File: src/hrc_pkg.sv
// Shared types for the history ring with browse cursor.
package hrc_pkg;

	typedef enum logic [1:0] {
		MODE_ADD   = 2'd0,
		MODE_UP    = 2'd1,
		MODE_DOWN  = 2'd2,
		MODE_QUERY = 2'd3
	} mode_t;

	typedef struct packed {
		logic hit;
		logic at_top;
		logic at_bottom;
	} step_t;

endpackage

File: src/hrc_ring.sv
// Single-port history store with registered read data.
module hrc_ring import hrc_pkg::*; #(
	parameter int DEPTH      = 64,
	parameter int DATA_WIDTH = 32,
	parameter int IDX_W      = 6
) (
	input  logic                  clk,
	input  logic                  wr_en,
	input  logic                  rd_en,
	input  logic [IDX_W-1:0]      addr,
	input  logic [DATA_WIDTH-1:0] wr_data,
	output logic [DATA_WIDTH-1:0] rd_data
);

	logic [DATA_WIDTH-1:0] mem_q [DEPTH];
	logic [DATA_WIDTH-1:0] rd_data_q;

	always_ff @(posedge clk) begin
		if (wr_en) begin
			mem_q[addr] <= wr_data;
		end
		if (rd_en) begin
			rd_data_q <= mem_q[addr];
		end
	end

	assign rd_data = rd_data_q;

endmodule

File: src/hrc_ctrl.sv
// Start, end and cursor indexes of the ring, and per-item step decode.
module hrc_ctrl import hrc_pkg::*; #(
	parameter int DEPTH = 64,
	parameter int IDX_W = 6
) (
	input  logic             clk,
	input  logic             arst_n,
	input  logic             step_en,
	input  mode_t            mode,
	output logic             wr_en,
	output logic             rd_en,
	output logic [IDX_W-1:0] addr,
	output step_t            step
);

	localparam logic [IDX_W-1:0] LAST = IDX_W'(DEPTH - 1);

	logic [IDX_W-1:0] start_q, end_q, cursor_q;
	logic             full_q;
	logic [IDX_W-1:0] start_d, end_d, cursor_d;
	logic             full_d;
	logic             moved;

	function automatic logic [IDX_W-1:0] wrap_inc(input logic [IDX_W-1:0] v);
		return (v == LAST) ? '0 : v + 1'b1;
	endfunction

	function automatic logic [IDX_W-1:0] wrap_dec(input logic [IDX_W-1:0] v);
		return (v == '0) ? LAST : v - 1'b1;
	endfunction

	always_comb begin
		start_d  = start_q;
		end_d    = end_q;
		cursor_d = cursor_q;
		full_d   = full_q;
		moved    = 1'b0;
		addr     = end_q;
		unique case (mode)
			MODE_ADD: begin
				end_d = wrap_inc(end_q);
				if (full_q || end_d == '0) begin
					start_d = wrap_inc(start_q);
					full_d  = 1'b1;
				end
				cursor_d = end_d;
			end
			MODE_UP: begin
				if (cursor_q != end_q) begin
					cursor_d = wrap_inc(cursor_q);
					moved    = 1'b1;
				end
				addr = cursor_d;
			end
			MODE_DOWN: begin
				if (cursor_q != start_q) begin
					cursor_d = wrap_dec(cursor_q);
					moved    = 1'b1;
				end
				addr = cursor_d;
			end
			MODE_QUERY: begin
			end
			default: begin
			end
		endcase
	end

	// slots fill in order from zero, so a slot is written once full or below end
	assign step.hit       = moved && (full_q || cursor_d < end_q);
	assign step.at_top    = cursor_d == end_d;
	assign step.at_bottom = cursor_d == start_d;

	assign wr_en = step_en && mode == MODE_ADD;
	assign rd_en = step_en && moved;

	always_ff @(posedge clk or negedge arst_n) begin
		if (!arst_n) begin
			start_q  <= '0;
			end_q    <= '0;
			cursor_q <= '0;
			full_q   <= 1'b0;
		end else if (step_en) begin
			start_q  <= start_d;
			end_q    <= end_d;
			cursor_q <= cursor_d;
			full_q   <= full_d;
		end
	end

endmodule

File: src/history_ring_with_cursor_top.sv
// Top level of the history ring with browse cursor: item registers and handshake.
//
//  channel | signals                          | direction
//  in      | in_valid in_ready mode entry_data | into the block
//  out     | out_valid out_ready entry_valid   | out of the block
//          | entry_out at_top at_bottom        |
//
// One item per cycle unless the output stalls; path: input register, result register.
// The index update and the single store port act on one item per cycle.
// Reset clears the indexes, the full flag and both stage valids; the store
// is not cleared, unwritten slots are never returned.
// A stalled result holds its register and the input register behind it.
module history_ring_with_cursor_top import hrc_pkg::*; #(
	parameter int DEPTH      = 64,
	parameter int DATA_WIDTH = 32
) (
	input  logic        clk,
	input  logic        arst_n,
	input  logic        in_valid,
	output logic        in_ready,
	input  logic [1:0]  mode,
	input  logic [31:0] entry_data,
	output logic        out_valid,
	input  logic        out_ready,
	output logic        entry_valid,
	output logic [31:0] entry_out,
	output logic        at_top,
	output logic        at_bottom
);

	localparam int IDX_W = (DEPTH > 1) ? $clog2(DEPTH) : 1;

	logic                  vld_s1, vld_s2;
	mode_t                 mode_s1;
	logic [DATA_WIDTH-1:0] data_s1;
	step_t                 step_s2;
	logic                  adv_s1;
	logic                  wr_en, rd_en;
	logic [IDX_W-1:0]      addr;
	step_t                 step;
	logic [DATA_WIDTH-1:0] rd_data;

	assign adv_s1   = vld_s1 && (!vld_s2 || out_ready);
	assign in_ready = !vld_s1 || adv_s1;

	always_ff @(posedge clk or negedge arst_n) begin
		if (!arst_n) begin
			vld_s1 <= 1'b0;
			vld_s2 <= 1'b0;
		end else begin
			if (in_ready) begin
				vld_s1 <= in_valid;
			end
			if (adv_s1) begin
				vld_s2 <= 1'b1;
			end else if (out_ready) begin
				vld_s2 <= 1'b0;
			end
		end
	end

	always_ff @(posedge clk) begin
		if (in_valid && in_ready) begin
			mode_s1 <= mode_t'(mode);
			data_s1 <= DATA_WIDTH'(entry_data);
		end
		if (adv_s1) begin
			step_s2 <= step;
		end
	end

	hrc_ctrl #(
		.DEPTH (DEPTH),
		.IDX_W (IDX_W)
	) u_ctrl (
		.clk     (clk),
		.arst_n  (arst_n),
		.step_en (adv_s1),
		.mode    (mode_s1),
		.wr_en   (wr_en),
		.rd_en   (rd_en),
		.addr    (addr),
		.step    (step)
	);

	hrc_ring #(
		.DEPTH      (DEPTH),
		.DATA_WIDTH (DATA_WIDTH),
		.IDX_W      (IDX_W)
	) u_ring (
		.clk     (clk),
		.wr_en   (wr_en),
		.rd_en   (rd_en),
		.addr    (addr),
		.wr_data (data_s1),
		.rd_data (rd_data)
	);

	assign out_valid   = vld_s2;
	assign entry_valid = step_s2.hit;
	assign entry_out   = step_s2.hit ? 32'(rd_data) : 32'd0;
	assign at_top      = step_s2.at_top;
	assign at_bottom   = step_s2.at_bottom;

	a_hit_only_on_move: assert property (@(posedge clk) disable iff (!arst_n)
		adv_s1 && step.hit |-> mode_s1 == MODE_UP || mode_s1 == MODE_DOWN)
		else $error("slot returned by a mode that does not move the cursor");

	a_add_leaves_top: assert property (@(posedge clk) disable iff (!arst_n)
		adv_s1 && mode_s1 == MODE_ADD |=> step_s2.at_top && !step_s2.hit)
		else $error("add did not leave the cursor at the top");

	a_block_only_on_stall: assert property (@(posedge clk) disable iff (!arst_n)
		vld_s1 && !in_ready |-> vld_s2 && !out_ready)
		else $error("input held back without an output stall");

endmodule
File: config.mk
export PLATFORM = sky130hd
export DESIGN_NAME = history_ring_with_cursor_top
export DESIGN_NICKNAME = d
export VERILOG_FILES = /design/src/hrc_pkg.sv /design/src/hrc_ring.sv /design/src/hrc_ctrl.sv /design/src/history_ring_with_cursor_top.sv
export SDC_FILE = /design/constraint.sdc
export NUM_CORES = 2
export LEC_CHECK = 0
export ABC_CLOCK_PERIOD_IN_PS = 5200
export BUFFER_PORTS_ARGS = -buffer_cell sky130_fd_sc_hd__buf_2
export CORE_MARGIN = 1
export CORE_UTILIZATION = 60
export DETAILED_ROUTE_END_ITERATION = 10
export PLACE_DENSITY = 0.76
export SETUP_SLACK_MARGIN = 0.2
export SYNTH_ARGS = -nofsm -noshare
export SYNTH_HDL_FRONTEND = slang
export SYNTH_SLANG_ARGS = --single-unit
File: constraint.sdc
create_clock -name clk -period 5.2 [get_ports clk]
set_clock_uncertainty 0.1 [all_clocks]
set_input_delay 0.26 -clock clk [delete_from_list [all_inputs] [get_ports clk]]
set_output_delay 0.26 -clock clk [all_outputs]
set_load 0.01 [all_outputs]
==> results.md <==
### Setup path
- flop — kind of end point of the critical path
- flop to flop — type of the worst setup path
- 5.68 ns — required time of the worst setup path
- 5.50 ns — signal arrival time at the worst endpoint
- 45 — largest driver fanout on the critical path
- flop — Startpoint Class

### Clock network
- 199 — Inserted Clock Buffers
- 4 — H-Tree Depth
- 3 — maximum buffer depth of the clock tree
- 2,138 — sinks on the clock net
- sky130_fd_sc_hd__clkbuf_16 — CTS Root Cell
- yes — clock tree from TritonCTS
- 0.84 ns — insertion delay of the later-clocked pin in the worst-skew pair
- 0.07 ns — clock transition at the register clock pins on the worst setup and hold paths after CTS

### Synth
- sky130_fd_sc_hd__edfxtp_1 (2,117), sky130_fd_sc_hd__mux2i_1 (874), sky130_fd_sc_hd__o22ai_1 (456) — most used standard cells in the synthesized netlist
- 2,117 — number of synthesized flops with an enable pin
- 16.8 um^2 — per-instance average area after synthesis
- sky130_fd_sc_hd__edfxtp_1 — most frequent cell after synthesis
- 4,947 — cell count after synthesis
- 4,998 — syn nets
- sky130_fd_sc_hd__edfxtp_1 (76%), sky130_fd_sc_hd__mux2i_1 (10%), sky130_fd_sc_hd__o22ai_1 (3.4%) — top cells by area, synth
- 76.9% — post-synthesis sequential area ratio
- 64 — Unique masters post-synth
- 83,300 um^2 — combined area of all synthesized cells
- 0 — Ys Warns
- 76.3% — area share of the largest cell type after synthesis
- 0.982% — fraction of registers with async set or reset after synthesis
- sky130_fd_sc_hd__edfxtp_1 — Most used DFF post-synth
- 2,138 — flip-flop and latch count after synthesis
- sky130_fd_sc_hd__edfxtp_1 — largest area contributor in the netlist

### GRT
- 46,600 — vias in the first global route
- 15 — antenna violations before repair
- 315,000 um — first-pass GRT wire length
- 153 — maximum number of pins on one net before global-route repair
- 31.3% — total track usage
- 0 — total global routing overflow

### Timing
- 0 — final-report max-slew violation count
- 5.02 ns — crit path time final
- 0 — final hold violations
- 0 ns — Fin Setup TNS
- 0 — final setup vio count
- 199 MHz — maximum achievable frequency
- 96.6% — crit share post-route
- 1.23 ns — Worst Max-Slew Pin Slew
- yes — unrepaired setup endpoints after global routing
- 0.0411 ns — final hold slack
- 17.8% — worst max-slew margin expressed relative to the limit

### Power and ir drop
- 0.000399 V — worst vdd rail ir drop
- 42.9% — Seq pwr share
- 45.3 mW — post-layout total power
- 31.8% — Clock power frac
- 13.6 mW — total net switching power
- 31.7 mW — P_int
- 34.1 nW — static leakage
- 25.3% — combinational cell fraction of total power
- 30.1% — fraction of power spent switching nets
- 474 nW/um^2 — power density over the cells

### Die
- 75 — ports placed on the boundary
- 138,000 um^2 — core region area
- 375 um — Die Y-Extent
- 375 um — overall die width
- 60.5% — starting density of the core
- 140,000 um^2 — Die Footprint
- 136 — cell row count

### Finish
- 7,274 — number of standard cells in the final layout excluding fillers
- 64,100 um^2 — area occupied by registers
- 18,200 um^2 — area taken by multi-input logic gates
- 14.3% — share of post-route cells with drive strength above 1
- 8,287 — number of inserted filler cells in the final layout
- 69.4% — Finished Core Util
- 5,355 — total number of nets in the final design
- 14.7% — area growth from synthesis to final layout

### Detailed routing
- 7,049 — initial detailed-routing violation count
- 0 — antenna-violating nets left
- 48,400 — vias after detailed routing
- 6.65 — average vias per placed instance
- 223,000 um — Post-Route WL
- 30.6 um — wire per inst
- 6 — drt first pass iters
- 0 — number of remaining DRC errors

### Place
- 118,000 um — Post-DP HPWL
- 0.894 — routability cong.
- 74 — IO buf count
- 6,822 — cell count after placement

### Flow run
- 0 — max-capacitance violation count

### Status
- finished clean — outcome

### Hold path
- input pin to flop — worst min path class

what timing repair did:
item / in CTS / in global routing
resized for setup: 3 / 7
buffers inserted: 3 / 7
hold endpoints to repair: 61 / 0
gates cloned: 0 / 2
pin swaps: 1 / 5
hold buffers: 63 / 0
endpoints found under the setup margin: 7 / 14
cells in the final DEF, fill, tap and decap left out, types with 5 or more instances in the layout:
cell	netlist	routed
sky130_fd_sc_hd__clkinv_1	1	54
sky130_fd_sc_hd__dlygate4sd3_1	0	63
sky130_fd_sc_hd__nor3_1	15	11
sky130_fd_sc_hd__and3_1	7	5
sky130_fd_sc_hd__nand2_4	0	5
sky130_fd_sc_hd__xnor2_1	25	25
sky130_fd_sc_hd__nor4_1	40	39
sky130_fd_sc_hd__a21oi_1	174	174
sky130_fd_sc_hd__and2_1	36	34
sky130_fd_sc_hd__or2_2	21	21
sky130_fd_sc_hd__buf_12	0	96
sky130_fd_sc_hd__nor3_2	1	5
sky130_fd_sc_hd__nand2_1	355	351
sky130_fd_sc_hd__nor2_1	95	31
sky130_fd_sc_hd__or4_1	6	6
sky130_fd_sc_hd__mux2i_1	874	874
sky130_fd_sc_hd__edfxtp_1	2117	2117
sky130_fd_sc_hd__clkinv_2	0	30
sky130_fd_sc_hd__dfrtp_1	21	20
sky130_fd_sc_hd__ha_1	13	13
sky130_fd_sc_hd__bufinv_16	0	19
sky130_fd_sc_hd__mux2_2	5	5
sky130_fd_sc_hd__xor2_1	6	6
sky130_fd_sc_hd__inv_16	0	5
sky130_fd_sc_hd__diode_2	0	8
sky130_fd_sc_hd__o21ai_0	232	230
sky130_fd_sc_hd__clkbuf_1	70	40
sky130_fd_sc_hd__buf_4	43	210
sky130_fd_sc_hd__or3_1	9	9
sky130_fd_sc_hd__nor2_4	0	64
sky130_fd_sc_hd__o22ai_1	456	456
sky130_fd_sc_hd__clkbuf_16	0	202
sky130_fd_sc_hd__buf_2	121	74
sky130_fd_sc_hd__clkinvlp_4	0	9
sky130_fd_sc_hd__inv_1	21	21
sky130_fd_sc_hd__nand4_1	54	54
sky130_fd_sc_hd__nand3_1	16	16
routing by layer:
layer | GRT usage [%] | vias to the layer above | routed length, um
met5 | 0 | - | 40
met2 | 50.1 | 3253 | 107000
li1 | - | 20200 | -
met3 | 6.13 | 527 | 25300
met1 | 42.4 | 24300 | 81800
met4 | 13.2 | 6 | 9000
cell type report:
| class | count | share of cell area [%] |
|---|---|---|
| clock buffers | 242 | 5.45 |
| inverters | 22 | 0.0864 |
| multi-input cells | 2500 | 19.0 |
| repair buffers | 443 | 4.71 |
| well taps | 1794 | 2.35 |
| flip-flops and latches | 2138 | 67.1 |
| clock inverters | 127 | 1.28 |
| diodes | 8 | 0.0209 |
critical path: stages (launching register included):
cell	delay (ns)
sky130_fd_sc_hd__dfrtp_1	0.52
sky130_fd_sc_hd__xor2_2	0.26
sky130_fd_sc_hd__or4_4	0.60
sky130_fd_sc_hd__o211a_1	0.28
sky130_fd_sc_hd__o221ai_2	0.28
sky130_fd_sc_hd__buf_4	0.19
sky130_fd_sc_hd__and2_2	0.27
sky130_fd_sc_hd__buf_4	0.17
sky130_fd_sc_hd__buf_12	0.27
sky130_fd_sc_hd__mux2i_1	0.25
sky130_fd_sc_hd__o22ai_1	0.09
sky130_fd_sc_hd__o21ai_0	0.46
sky130_fd_sc_hd__nand4_1	0.51
sky130_fd_sc_hd__or2_2	0.45
power groups by stage:
stage          Combinational, mW  Sequential (mW)  Clock (mW)
4_1_cts                     11.1             19.4        14.4
3_5_place_dp                11.0             19.8           0
2_1_floorplan               7.24             19.8           0
6_report                    11.5             19.4        14.4
3_3_place_gp                10.8             19.8           0
5_1_grt                     12.0             19.4        15.1
stage by stage:
stage | setup WS (ns) | area, um^2
2_1_floorplan | 0.541 | 83300
3_3_place_gp | 0.169 | 88300
3_5_place_dp | 0.134 | 88300
4_1_cts | 0.263 | 95400
5_1_grt | 0.161 | 95500
6_report | 0.177 | 95600
state kept, by name (all words and copies together) (netlist names):
signal and count:
data_s1 32, mode_s1 2, out_valid 1, entry_valid 1, at_bottom 1, u_ring.rd_data 32, u_ctrl.start_q 6, u_ctrl.cursor_q 6
u_ctrl.end_q 6, u_ring.mem_q 2048, vld_s1 1, at_top 1, u_ctrl.full_q 1
final timing paths:
kind / from / end / slack, ns / depth (start not counted)
setup / recovery: u_ctrl.cursor_q[4] / u_ring.rd_data[11] / 0.18 / 13
hold / removal: entry_data[0] / data_s1[0] / 0.04 / 2
setup reg to reg: u_ctrl.cursor_q[4] / u_ring.rd_data[11] / 0.18 / 13
hold reg to reg: vld_s1 / out_valid / 0.41 / 1
max in group asynchronous: arst_n / u_ctrl.cursor_q[0] / 3.74 / 3
min in group asynchronous: arst_n / out_valid / 0.57 / 3
cell families after synthesis:
logic type	count (synthesis)	share of synthesized area, %
AOI/OAI and AO/OA	901	6.25
xor gates and xnor gates	35	0.404
adders and majority gates	13	0.195
buffers and inverters	311	1.97
DFF	2138	76.9
muxes	880	10.6
and+or+nand+nor	669	3.67
Power figures use the tool's default switching activity.
